--- config.mk ---
export PLATFORM = sky130hd
export DESIGN_NAME = multilevel_feedback_queue_scheduler
export DESIGN_NICKNAME = d
export VERILOG_FILES = /design/src/sv/mfqs_pkg.sv /design/src/sv/mfqs_evq.sv /design/src/sv/mfqs_core.sv /design/src/sv/multilevel_feedback_queue_scheduler.sv
export SDC_FILE = /design/constraint.sdc
export NUM_CORES = 2
export LEC_CHECK = 0
export ABC_AREA = 1
export BUFFER_PORTS_ARGS = -buffer_cell sky130_fd_sc_hd__clkbuf_2
export CAP_MARGIN = 10
export CORE_MARGIN = 1
export CORE_UTILIZATION = 40
export CTS_CLUSTER_DIAMETER = 80
export DETAILED_ROUTE_END_ITERATION = 8
export SLEW_MARGIN = 15
export SYNTH_ARGS = -nofsm -noshare
export SYNTH_HDL_FRONTEND = slang
export SYNTH_SLANG_ARGS = --single-unit
--- constraint.sdc ---
create_clock -name i_clk -period 8.7 [get_ports i_clk]
set_clock_uncertainty 0.05 [all_clocks]
set_input_delay 1.305 -clock i_clk [delete_from_list [all_inputs] [get_ports i_clk]]
set_output_delay 1.305 -clock i_clk [all_outputs]
set_load 0.03 [all_outputs]
--- src/sv/mfqs_pkg.sv ---
`timescale 1ns / 1ps

package mfqs_pkg;

    // Event kinds carried by an input item.
    typedef enum logic [1:0] {
        OP_ADMIT  = 2'd0,
        OP_READY  = 2'd1,
        OP_DONE   = 2'd2,
        OP_EXPIRE = 2'd3
    } t_op;

    // Result kinds.
    typedef enum logic [1:0] {
        ACT_QUEUED   = 2'd0,
        ACT_DISPATCH = 2'd1,
        ACT_IDLE     = 2'd2,
        ACT_STALE    = 2'd3
    } t_action;

    // Configuration register indexes.
    localparam logic [2:0] CFG_LEVEL_COUNT = 3'd0;
    localparam logic [2:0] CFG_SLICE0      = 3'd1;
    localparam logic [2:0] CFG_SLICE1      = 3'd2;
    localparam logic [2:0] CFG_SLICE2      = 3'd3;
    localparam logic [2:0] CFG_SLICE3      = 3'd4;

    localparam logic [2:0]  RST_LEVEL_COUNT = 3'd4;
    localparam logic [15:0] UNLIMITED_SLICE = 16'hFFFF;

    // One scheduling event as it waits between front and back.
    typedef struct packed {
        logic        arrival;
        t_op         op;
        logic [5:0]  task_id;
        logic [31:0] now;
        logic [1:0]  start_level;
        logic [15:0] burst_length;
    } t_event;

    // One result item.
    typedef struct packed {
        t_action     action;
        logic [5:0]  run_task;
        logic [1:0]  run_level;
        logic [31:0] deadline;
        logic        deadline_is_slice;
        logic        preempted;
        logic [5:0]  preempted_task;
    } t_result;

endpackage

--- src/sv/mfqs_evq.sv ---
`timescale 1ns / 1ps

// Front part: classifies incoming events and holds up to two of them.
module mfqs_evq (
    input  logic               i_clk,
    input  logic               i_rst_n,
    input  logic               i_push,
    input  mfqs_pkg::t_op      i_op,
    input  logic [5:0]         i_task_id,
    input  logic [31:0]        i_now,
    input  logic [1:0]         i_start_level,
    input  logic [15:0]        i_burst_length,
    output logic               o_full,
    output logic               o_valid,
    output mfqs_pkg::t_event   o_event,
    input  logic               i_take
);

    mfqs_pkg::t_event r_slot [2];
    logic       r_wp;
    logic       r_rp;
    logic [1:0] r_cnt;
    logic       w_in;
    logic       w_out;
    mfqs_pkg::t_event w_ev;

    assign o_full  = (r_cnt == 2'd2);
    assign o_valid = (r_cnt != 2'd0);
    assign o_event = r_slot[r_rp];
    assign w_in    = i_push && !o_full;
    assign w_out   = i_take && o_valid;

    // Classification of the event kind.
    always_comb begin
        w_ev.arrival      = (i_op == mfqs_pkg::OP_ADMIT) || (i_op == mfqs_pkg::OP_READY);
        w_ev.op           = i_op;
        w_ev.task_id      = i_task_id;
        w_ev.now          = i_now;
        w_ev.start_level  = i_start_level;
        w_ev.burst_length = i_burst_length;
    end

    // Pointers and fill level.
    always_ff @(posedge i_clk) begin
        if (!i_rst_n) begin
            r_wp  <= 1'b0;
            r_rp  <= 1'b0;
            r_cnt <= 2'd0;
        end else begin
            if (w_in) r_wp <= !r_wp;
            if (w_out) r_rp <= !r_rp;
            r_cnt <= r_cnt + {1'b0, w_in} - {1'b0, w_out};
        end
    end

    // Payload storage.
    always_ff @(posedge i_clk) begin
        if (w_in) r_slot[r_wp] <= w_ev;
    end

endmodule

--- src/sv/mfqs_core.sv ---
`timescale 1ns / 1ps

// Back part: sequencer over the task table and the per-level ready queues.
module mfqs_core #(
    parameter int LEVELS = 4,
    parameter int TASKS  = 64
) (
    input  logic              i_clk,
    input  logic              i_rst_n,
    input  logic              i_ev_valid,
    input  mfqs_pkg::t_event  i_event,
    output logic              o_ev_take,
    input  logic [2:0]        i_level_count,
    input  logic [15:0]       i_slice [4],
    output logic              o_res_valid,
    output mfqs_pkg::t_result o_result,
    input  logic              i_res_take
);

    localparam int TW = $clog2(TASKS);
    localparam int LW = (LEVELS > 1) ? $clog2(LEVELS) : 1;
    localparam int CW = $clog2(TASKS + 1);
    localparam int AW = $clog2(LEVELS * TASKS);
    localparam int EW = LW + 16;

    typedef enum logic [6:0] {
        ST_IDLE = 7'b0000001,
        ST_RUN  = 7'b0000010,
        ST_TSK  = 7'b0000100,
        ST_PRE  = 7'b0001000,
        ST_POP  = 7'b0010000,
        ST_PID  = 7'b0100000,
        ST_DSP  = 7'b1000000
    } t_state;

    t_state r_state;

    // Task table {level, remaining} and the ready queue store.
    logic [EW-1:0] r_tmem [TASKS];
    logic [TW-1:0] r_rq   [LEVELS * TASKS];
    logic [EW-1:0] r_tdata;
    logic [TW-1:0] r_qdata;

    logic [TW-1:0] r_head [LEVELS];
    logic [CW-1:0] r_cnt  [LEVELS];
    logic [TW-1:0] r_run;
    logic          r_busy;
    logic [31:0]   r_start;

    mfqs_pkg::t_event r_ev;
    logic [LW-1:0] r_rlvl;
    logic [15:0]   r_rrem;
    logic [LW-1:0] r_nlvl;
    logic [15:0]   r_nrem;

    mfqs_pkg::t_result r_out;
    logic              r_out_valid;
    mfqs_pkg::t_result w_pre;

    // Memory controls.
    logic          tm_we;
    logic [TW-1:0] tm_waddr;
    logic [EW-1:0] tm_wdata;
    logic          tm_re;
    logic [TW-1:0] tm_raddr;
    logic          rq_re;
    logic [AW-1:0] rq_raddr;

    logic          push_en;
    logic [LW-1:0] push_lvl;
    logic [TW-1:0] push_pid;
    logic [CW:0]   push_sum;
    logic [TW-1:0] push_pos;
    logic [AW-1:0] push_addr;
    logic          push_ok;

    logic          pk_found;
    logic [LW-1:0] pk_lvl;

    logic [TW-1:0] w_idx;
    logic [2:0]    w_eff;
    logic [LW-1:0] w_top;
    logic [LW-1:0] w_old_lvl;
    logic [LW-1:0] w_new_lvl;
    logic [LW-1:0] w_run_lvl;
    logic [31:0]   w_elapsed;
    logic [15:0]   w_charged;
    logic [LW-1:0] w_up_lvl;
    logic [LW-1:0] w_down_lvl;

    assign o_res_valid = r_out_valid;
    assign o_result    = r_out;
    assign o_ev_take   = (r_state == ST_IDLE) && i_ev_valid && !r_out_valid;

    // Decode of the current event against the stored state.
    always_comb begin
        // Task number folded onto the table size through a constant lookup.
        w_idx = '0;
        for (int v = 0; v < 64; v++) begin
            if (r_ev.task_id == 6'(v)) w_idx = TW'(v % TASKS);
        end
        if (i_level_count == 3'd0) w_eff = 3'd1;
        else if (32'(i_level_count) > LEVELS) w_eff = 3'(LEVELS);
        else w_eff = i_level_count;
        w_top = LW'(w_eff - 3'd1);
        w_old_lvl = r_tdata[EW-1:16];
        if (r_ev.op == mfqs_pkg::OP_ADMIT) begin
            w_new_lvl = (32'(r_ev.start_level) > 32'(w_top)) ? w_top : LW'(r_ev.start_level);
        end else begin
            w_new_lvl = w_old_lvl;
        end
        w_run_lvl  = (w_idx == r_run) ? w_new_lvl : r_rlvl;
        w_elapsed  = r_ev.now - r_start;
        w_charged  = (w_elapsed >= 32'(r_rrem)) ? 16'd0 : (r_rrem - w_elapsed[15:0]);
        w_up_lvl   = (r_rlvl != '0) ? (r_rlvl - LW'(1)) : r_rlvl;
        w_down_lvl = (32'(r_rlvl) < 32'(w_top)) ? (r_rlvl + LW'(1)) : r_rlvl;
    end

    // Highest-priority non-empty queue.
    always_comb begin
        pk_found = 1'b0;
        pk_lvl   = '0;
        for (int l = LEVELS - 1; l >= 0; l--) begin
            if (r_cnt[l] != '0) begin
                pk_found = 1'b1;
                pk_lvl   = LW'(l);
            end
        end
    end

    // Tail position of the queue being pushed.
    always_comb begin
        push_sum  = (CW + 1)'(r_head[push_lvl]) + (CW + 1)'(r_cnt[push_lvl]);
        push_pos  = (32'(push_sum) >= TASKS) ? TW'(32'(push_sum) - TASKS) : TW'(push_sum);
        push_addr = AW'(32'(push_lvl) * TASKS + 32'(push_pos));
        push_ok   = push_en && (32'(r_cnt[push_lvl]) < TASKS);
    end

    // Deadline of a dispatched task.
    function automatic mfqs_pkg::t_result dispatch_res(
        input logic [TW-1:0] pid,
        input logic [2:0]    lvl,
        input logic [15:0]   rem,
        input logic [31:0]   now,
        input logic [15:0]   s0,
        input logic [15:0]   s1,
        input logic [15:0]   s2,
        input logic [15:0]   s3
    );
        mfqs_pkg::t_result res;
        logic [15:0]       sl;
        logic              is_sl;
        unique case (lvl)
            3'd0:    sl = s0;
            3'd1:    sl = s1;
            3'd2:    sl = s2;
            3'd3:    sl = s3;
            default: sl = mfqs_pkg::UNLIMITED_SLICE;
        endcase
        is_sl                 = rem > sl;
        res                   = '0;
        res.action            = mfqs_pkg::ACT_DISPATCH;
        res.run_task          = 6'(pid);
        res.run_level         = lvl[1:0];
        res.deadline          = now + 32'(is_sl ? sl : rem);
        res.deadline_is_slice = is_sl;
        return res;
    endfunction

    // Result that carries only an action.
    function automatic mfqs_pkg::t_result status_res(input mfqs_pkg::t_action act);
        mfqs_pkg::t_result res;
        res        = '0;
        res.action = act;
        return res;
    endfunction

    // Result of a preemption: the new task runs and the old one is requeued.
    always_comb begin
        w_pre = dispatch_res(w_idx, 3'(r_nlvl), r_nrem, r_ev.now, i_slice[0], i_slice[1],
                             i_slice[2], i_slice[3]);
        w_pre.preempted      = 1'b1;
        w_pre.preempted_task = 6'(r_run);
    end

    // Memory accesses for each step.
    always_comb begin
        tm_we    = 1'b0;
        tm_waddr = w_idx;
        tm_wdata = {w_new_lvl, r_ev.burst_length};
        tm_re    = 1'b0;
        tm_raddr = r_run;
        rq_re    = 1'b0;
        rq_raddr = AW'(32'(pk_lvl) * TASKS + 32'(r_head[pk_lvl]));
        push_en  = 1'b0;
        push_lvl = w_new_lvl;
        push_pid = w_idx;
        unique case (r_state)
            ST_IDLE: tm_re = o_ev_take;
            ST_RUN: begin
                tm_re    = 1'b1;
                tm_raddr = w_idx;
            end
            ST_TSK: begin
                if (r_ev.arrival) begin
                    tm_we   = 1'b1;
                    push_en = r_busy && !(w_new_lvl < w_run_lvl);
                end else if (r_busy && (w_idx == r_run)) begin
                    tm_we = 1'b1;
                    if (r_ev.op == mfqs_pkg::OP_DONE) begin
                        tm_wdata = {w_up_lvl, r_rrem};
                    end else begin
                        tm_wdata = {w_down_lvl, w_charged};
                        push_en  = 1'b1;
                        push_lvl = w_down_lvl;
                    end
                end
            end
            ST_PRE: begin
                tm_we    = 1'b1;
                tm_waddr = r_run;
                tm_wdata = {r_rlvl, w_charged};
                push_en  = 1'b1;
                push_lvl = r_rlvl;
                push_pid = r_run;
            end
            ST_POP: rq_re = pk_found;
            ST_PID: begin
                tm_re    = 1'b1;
                tm_raddr = r_qdata;
            end
            ST_DSP: ;
            default: ;
        endcase
    end

    // Task table.
    always_ff @(posedge i_clk) begin
        if (tm_we) r_tmem[tm_waddr] <= tm_wdata;
        if (tm_re) r_tdata <= r_tmem[tm_raddr];
    end

    // Ready queue store.
    always_ff @(posedge i_clk) begin
        if (push_ok) r_rq[push_addr] <= push_pid;
        if (rq_re) r_qdata <= r_rq[rq_raddr];
    end

    // Queue heads and counts.
    always_ff @(posedge i_clk) begin
        if (!i_rst_n) begin
            for (int l = 0; l < LEVELS; l++) begin
                r_head[l] <= '0;
                r_cnt[l]  <= '0;
            end
        end else if (push_ok) begin
            r_cnt[push_lvl] <= r_cnt[push_lvl] + CW'(1);
        end else if (rq_re) begin
            r_cnt[pk_lvl]  <= r_cnt[pk_lvl] - CW'(1);
            r_head[pk_lvl] <= (32'(r_head[pk_lvl]) == TASKS - 1) ? '0
                                                                  : r_head[pk_lvl] + TW'(1);
        end
    end

    // Sequencer and running-task state.
    always_ff @(posedge i_clk) begin
        if (!i_rst_n) begin
            r_state     <= ST_IDLE;
            r_run       <= '0;
            r_busy      <= 1'b0;
            r_start     <= '0;
            r_out_valid <= 1'b0;
        end else begin
            if (i_res_take && r_out_valid) r_out_valid <= 1'b0;
            unique case (r_state)
                ST_IDLE: begin
                    if (o_ev_take) begin
                        r_ev    <= i_event;
                        r_state <= ST_RUN;
                    end
                end
                ST_RUN: begin
                    r_rlvl  <= r_tdata[EW-1:16];
                    r_rrem  <= r_tdata[15:0];
                    r_state <= ST_TSK;
                end
                ST_TSK: begin
                    r_state <= ST_IDLE;
                    if (r_ev.arrival) begin
                        if (!r_busy) begin
                            r_out <= dispatch_res(w_idx, 3'(w_new_lvl), r_ev.burst_length,
                                                  r_ev.now, i_slice[0], i_slice[1],
                                                  i_slice[2], i_slice[3]);
                            r_out_valid <= 1'b1;
                            r_busy      <= 1'b1;
                            r_run       <= w_idx;
                            r_start     <= r_ev.now;
                        end else if (w_new_lvl < w_run_lvl) begin
                            r_nlvl  <= w_new_lvl;
                            r_nrem  <= r_ev.burst_length;
                            r_state <= ST_PRE;
                        end else begin
                            r_out       <= status_res(mfqs_pkg::ACT_QUEUED);
                            r_out_valid <= 1'b1;
                        end
                    end else if (!r_busy || (w_idx != r_run)) begin
                        r_out       <= status_res(mfqs_pkg::ACT_STALE);
                        r_out_valid <= 1'b1;
                    end else begin
                        r_state <= ST_POP;
                    end
                end
                ST_PRE: begin
                    r_out       <= w_pre;
                    r_out_valid <= 1'b1;
                    r_run       <= w_idx;
                    r_start     <= r_ev.now;
                    r_state     <= ST_IDLE;
                end
                ST_POP: begin
                    if (pk_found) begin
                        r_state <= ST_PID;
                    end else begin
                        r_busy      <= 1'b0;
                        r_out       <= status_res(mfqs_pkg::ACT_IDLE);
                        r_out_valid <= 1'b1;
                        r_state     <= ST_IDLE;
                    end
                end
                ST_PID: r_state <= ST_DSP;
                ST_DSP: begin
                    r_out <= dispatch_res(r_qdata, 3'(r_tdata[EW-1:16]), r_tdata[15:0],
                                          r_ev.now, i_slice[0], i_slice[1], i_slice[2],
                                          i_slice[3]);
                    r_out_valid <= 1'b1;
                    r_run       <= r_qdata;
                    r_start     <= r_ev.now;
                    r_state     <= ST_IDLE;
                end
                default: r_state <= ST_IDLE;
            endcase
        end
    end

endmodule

--- src/sv/multilevel_feedback_queue_scheduler.sv ---
`timescale 1ns / 1ps

// Preemptive multilevel feedback queue scheduler. Events (admit, ready, burst
// done, slice expired) are pushed into a two-entry event queue and each yields
// one result in the result register. An event waits in the event queue until
// the back-end sequencer takes it. The sequencer reads the task table for the
// running task and then for the event's task. An event that queues, is stale
// or dispatches onto an idle CPU passes the run and task states to the result
// register; a preemption adds the requeue state, a burst done or slice expiry
// that leaves the CPU idle adds the queue pick, and a burst done or slice
// expiry that dispatches the next task adds queue pick, ready-store read and
// task table read. The sequencer waits for the previous result to be popped
// before it takes the next event.
// The task table and ready store need no clearing after reset.
module multilevel_feedback_queue_scheduler #(
    parameter int LEVELS = 4,
    parameter int TASKS  = 64
) (
    input  logic        i_clk,
    input  logic        i_rst_n,
    input  logic        i_push,
    output logic        o_full,
    input  logic [1:0]  i_operation,
    input  logic [5:0]  i_task_id,
    input  logic [31:0] i_now,
    input  logic [1:0]  i_start_level,
    input  logic [15:0] i_burst_length,
    output logic        o_empty,
    input  logic        i_pop,
    output logic [1:0]  o_action,
    output logic [5:0]  o_run_task,
    output logic [1:0]  o_run_level,
    output logic [31:0] o_deadline,
    output logic        o_deadline_is_slice,
    output logic        o_preempted,
    output logic [5:0]  o_preempted_task,
    input  logic        i_cfg_valid,
    output logic        o_cfg_ready,
    input  logic [2:0]  i_cfg_index,
    input  logic [15:0] i_cfg_data
);

    logic [2:0]  r_level_count;
    logic [15:0] r_slice [4];

    logic              w_ev_valid;
    logic              w_ev_take;
    mfqs_pkg::t_event  w_event;
    logic              w_res_valid;
    mfqs_pkg::t_result w_result;

    // Configuration registers.
    assign o_cfg_ready = 1'b1;
    always_ff @(posedge i_clk) begin
        if (!i_rst_n) begin
            r_level_count <= mfqs_pkg::RST_LEVEL_COUNT;
            for (int i = 0; i < 4; i++) r_slice[i] <= mfqs_pkg::UNLIMITED_SLICE;
        end else if (i_cfg_valid) begin
            unique case (i_cfg_index)
                mfqs_pkg::CFG_LEVEL_COUNT: r_level_count <= i_cfg_data[2:0];
                mfqs_pkg::CFG_SLICE0:      r_slice[0] <= i_cfg_data;
                mfqs_pkg::CFG_SLICE1:      r_slice[1] <= i_cfg_data;
                mfqs_pkg::CFG_SLICE2:      r_slice[2] <= i_cfg_data;
                mfqs_pkg::CFG_SLICE3:      r_slice[3] <= i_cfg_data;
                default: ;
            endcase
        end
    end

    // Front: event queue.
    mfqs_evq u_evq (
        .i_clk          (i_clk),
        .i_rst_n        (i_rst_n),
        .i_push         (i_push),
        .i_op           (mfqs_pkg::t_op'(i_operation)),
        .i_task_id      (i_task_id),
        .i_now          (i_now),
        .i_start_level  (i_start_level),
        .i_burst_length (i_burst_length),
        .o_full         (o_full),
        .o_valid        (w_ev_valid),
        .o_event        (w_event),
        .i_take         (w_ev_take)
    );

    // Back: scheduling sequencer.
    mfqs_core #(
        .LEVELS (LEVELS),
        .TASKS  (TASKS)
    ) u_core (
        .i_clk         (i_clk),
        .i_rst_n       (i_rst_n),
        .i_ev_valid    (w_ev_valid),
        .i_event       (w_event),
        .o_ev_take     (w_ev_take),
        .i_level_count (r_level_count),
        .i_slice       (r_slice),
        .o_res_valid   (w_res_valid),
        .o_result      (w_result),
        .i_res_take    (i_pop)
    );

    // Result ports.
    assign o_empty             = !w_res_valid;
    assign o_action            = w_result.action;
    assign o_run_task          = w_result.run_task;
    assign o_run_level         = w_result.run_level;
    assign o_deadline          = w_result.deadline;
    assign o_deadline_is_slice = w_result.deadline_is_slice;
    assign o_preempted         = w_result.preempted;
    assign o_preempted_task    = w_result.preempted_task;

endmodule
==> summary.md <==
The share of the cycle needed by the critical path after routing is 0.9165. After filler insertion, the fill cell instance count of the layout stands at 31,190. The total number of yosys warnings is 0, and the mean post-synth cell area is 11.20 um2. After synthesis, the netlist uses 61 different library cells. Summed over all layers, the routed wires come to 394,400 um. Startpoint type of the worst setup path: a register. The overflow left after global routing was 0; the full die area was 344,600 um2. The clock slew seen by the registers of the worst setup and hold paths is 0.06 ns, and the delay contributed by the slowest stage of the critical path is 0.57 ns. The final hold violation count was 0; the number of enable-type register cells in the synthesized netlist was 3,027. The critical path is of the reg -> reg type. The top achievable clock speed is 125.4 MHz, and the post-cts sizing count is 0. Wire length of the first global-routing pass: 578,500 um.

The die is 587.1 um tall. Across the VDD grid, the largest voltage drop is 0.0004463 V. The total placed cells including tap cells came out at 16,380.

The critical path endpoint category is a register. The type of the worst min-delay path is reg -> reg. At the later pin of the worst-skew pair, clock insertion delay measures 0.94 ns.

The routability-driven placement congestion ratio is 0.9782, and the time the worst path needs with I/O delays and setup is 7.973 ns. The switching share of power was 0.3220; the routed via count divided by cell count was 5.484. The maximum number of pins on one net before global-route repair is 177. Setup repair after global routing left no endpoint under its margin.

The number of hold buffers added after CTS was 0. The required time of the critical path is 9.33 ns. The run finished, with violations left. No sink is reached through more buffers than the 4 on the longest clock path.

The clock share of power was 0.335. The dominant synthesized flop cell was edfxtp_1. The core region is 340,300 um2. After detailed routing, the average wire length per cell comes to 23.20 um. The library cell contributing the largest single delay on the critical path is nand2_1. The share of final-layout standard cells stronger than drive strength 1 is 0.09640. The layout-stage area growth over the synthesis result works out to 11.90%.

The highest fanout seen on the critical path is 33. The global-route usage over all layers was 0.2221. The tools report the number of max-capacitance violations reported as 0. At the worst endpoint, the arrival time is 8.60 ns.

The detailed router's first-iteration violation count came out at 9,963. The static power due to leakage came out at 0.05355 uW. Setup violations remaining at the end of the flow were counted as 0. The tree is rooted in a clkbuf_16. Final number of max-transition violations: 0.

The initial core utilization is 0.4023. The number of clock buffers inserted by TritonCTS is 334. The final reports fail on design-rule violations. The number of antenna violations at the first check in global routing was 18. After detailed routing, the number of remaining DRC violations is 2. The I/O pin total came out at 135.

TritonCTS built the clock tree. The tools report the number of core rows as 214. The combinational fraction of design power is 0.222, and the combined area of all synthesized cells is 136,900 um2. The logs give 93,230 for the routed via count and 0 for the post-detailed-route count of antenna-violating nets. Post-CTS timing repair inserted 0 buffers for setup. Setup slack on the worst reg-to-reg path comes out at 0.73 ns.

Summed over all nets, the half-perimeter wirelength after detailed placement is 236,800 um. The synthesized design contains 3,145 register bits. At the end of the flow, the number of nets in the layout was 12,430. The worst slew margin relative to its limit was 0.1798; the total negative slack for setup checks was 0 ns. The proportion of synthesized chip area in sequential cells was 0.6811.

Cell repeated most along the worst path: nand2_1. Clock tree synthesis found a total of 3,145 sinks. For the net switching power, the log shows 13,280 uW. The number of nets in the synthesized netlist is 12,470. Input and output buffers added on the ports amount to 133. The clock tree synthesis step divided the H-tree into 5 levels. For this design the ratio of total power to cell area is 269.1 nW/um2. For the count of non-filler cells in the finished layout, the log shows 17,000.

For the pin with the worst max-slew slack, the measured transition is 1.229 ns. The portion of total power attributed to sequential cells is 0.443, and the floorplan die width is 587.1 um. Cell internal power was estimated by the tool at 27,960 uW. Synthesis produced a netlist whose cell count is 12,220. The logs give 87,740 for the number of global-route vias before repair and 8 for the number of iterations in the first detailed-routing pass.

The fraction of registers with async set or reset after synthesis came out at 0.
per-layer routing:
| layer | GRT usage | share of wire | vias to the layer above |
|---|---|---|---|
| met1 | 0.3167 | 0.44 | 45620 |
| met2 | 0.3460 | 0.45 | 3468 |
| li1 | - | - | 43400 |
| met4 | 0.08421 | 0.040 | 14 |
| met3 | 0.02943 | 0.072 | 737 |
| met5 | 0 | 0.00025 | - |
cells in the mapped netlist, types with 7 or more instances:
cell type | n | area, um2
a21o_1 | 75 | 563.0
a21oi_1 | 505 | 2527
a31oi_1 | 17 | 106.4
buf_1 | 67 | 251.5
buf_2 | 147 | 735.7
buf_4 | 21 | 157.7
clkbuf_1 | 450 | 1689
clkinv_1 | 7 | 26.28
dfxtp_1 | 118 | 2362
edfxtp_1 | 3027 | 90900
ha_1 | 159 | 1989
inv_1 | 512 | 1922
inv_2 | 21 | 78.83
nand2_1 | 3068 | 11520
nand3_1 | 1173 | 5871
nand3b_1 | 69 | 518.0
nand4_1 | 40 | 250.2
nand4_4 | 16 | 340.3
nor2_1 | 893 | 3352
nor2_2 | 19 | 118.9
nor3_1 | 51 | 255.2
o2111ai_1 | 45 | 394.1
o211ai_1 | 530 | 3979
o21a_1 | 14 | 105.1
o21ai_0 | 695 | 3478
o21ai_1 | 23 | 115.1
o21bai_1 | 10 | 75.07
o221ai_1 | 10 | 87.58
o22ai_1 | 88 | 550.5
or2_2 | 230 | 1439
xnor2_1 | 11 | 96.34
xor2_1 | 31 | 271.5
cell type report:
class                   count  area (um2)  share of cell area
clock inverters           197        1648             0.01075
repair buffers            315        2297             0.01499
inverters                 540        2102             0.01372
multi-input cells        7847       39310              0.2565
flip-flops and latches   3145       93260              0.6087
well taps                4536        5675             0.03704
diodes                      6       15.01          0.00009799
clock buffers             415        8914             0.05818
placed cells by master (no fill, tap or decap), types with 132 or more instances in the layout:
cell type	count
nand2_1	3043
edfxtp_1	3027
nand3_1	1160
nor2_1	850
o21ai_0	694
o211ai_1	530
inv_1	505
a21oi_1	503
clkbuf_16	343
or2_2	230
buf_4	162
ha_1	159
clkbuf_2	132
path summary, 6_finish.rpt:
| check | start | end | cells after the start |
|---|---|---|---|
| worst max register to register | r_level_count[1]$_SDFFE_PN0P_ | u_core.o_result[38]$_DFFE_PP_ | 34 |
| worst min register to register | u_core.r_start[15]$_SDFFE_PN0P_ | u_core.r_start[15]$_SDFFE_PN0P_ | 2 |
| worst max-delay path | r_level_count[1]$_SDFFE_PN0P_ | u_core.o_result[38]$_DFFE_PP_ | 34 |
| worst min-delay path | u_core.r_start[15]$_SDFFE_PN0P_ | u_core.r_start[15]$_SDFFE_PN0P_ | 2 |
per-stage QoR:
| stage | power [uW] | hold slack (ns) | util | setup slack [ns] | cell area, um2 |
|---|---|---|---|---|---|
| after floorplan | 24390 | 0.3706 | - | 1.667 | 136900 |
| after global placement | 27530 | 0.3942 | 0.4191 | 1.045 | 142600 |
| after detailed placement | 27590 | 0.3971 | 0.4191 | 1.041 | 142600 |
| after global routing | 42790 | 0.4158 | 0.4502 | 0.04563 | 153200 |
| final | 41230 | 0.4068 | 0.4502 | 0.7268 | 153200 |
| after CTS | 41320 | 0.4079 | 0.4502 | 1.026 | 153200 |
worst max-delay path: cells and delay by family (launching register included):
family                     cells  cell delay, ns
buffers and inverters          5            0.76
AOI/OAI and AO/OA             14            3.24
DFF                            1            0.32
adders and majority gates      4            1.34
and+or+nand+nor               11            2.04
power by group through the flow:
stage | clock [uW] | sequential [uW] | combinational, uW
final | 13800 | 18300 | 9140
after global routing | 14600 | 18300 | 9960
after CTS | 14000 | 18200 | 9060
after detailed placement | 0 | 18600 | 9030
after global placement | 0 | 18600 | 8970
after floorplan | 0 | 18400 | 5960
state kept, by name (all words and copies together) (netlist names), 18 cells and up:
signal / flops
u_core.r_tdata: 18
u_core.r_rq: 1536
u_evq.r_slot: 118
u_core.r_ev: 59
u_core.r_cnt: 28
r_slice: 64
u_core.r_tmem: 1152
u_core.r_start: 32
u_core.r_head: 24
u_core.o_result: 50
logic make-up (layout without fill, tap and decap cells):
group	Yosys count	in the layout	synth area share
AO/OA/AOI/OAI	2043	2043	0.08947
XOR/XNOR	42	42	0.002687
adder cells (fa/ha/maj)	164	164	0.01526
buffers and inverters	1231	1467	0.03599
flip-flops	3145	3145	0.6811
other	1	7	0.00002739
AND/OR/NAND/NOR	5597	5597	0.1754
Power figures use the tool's default switching activity.
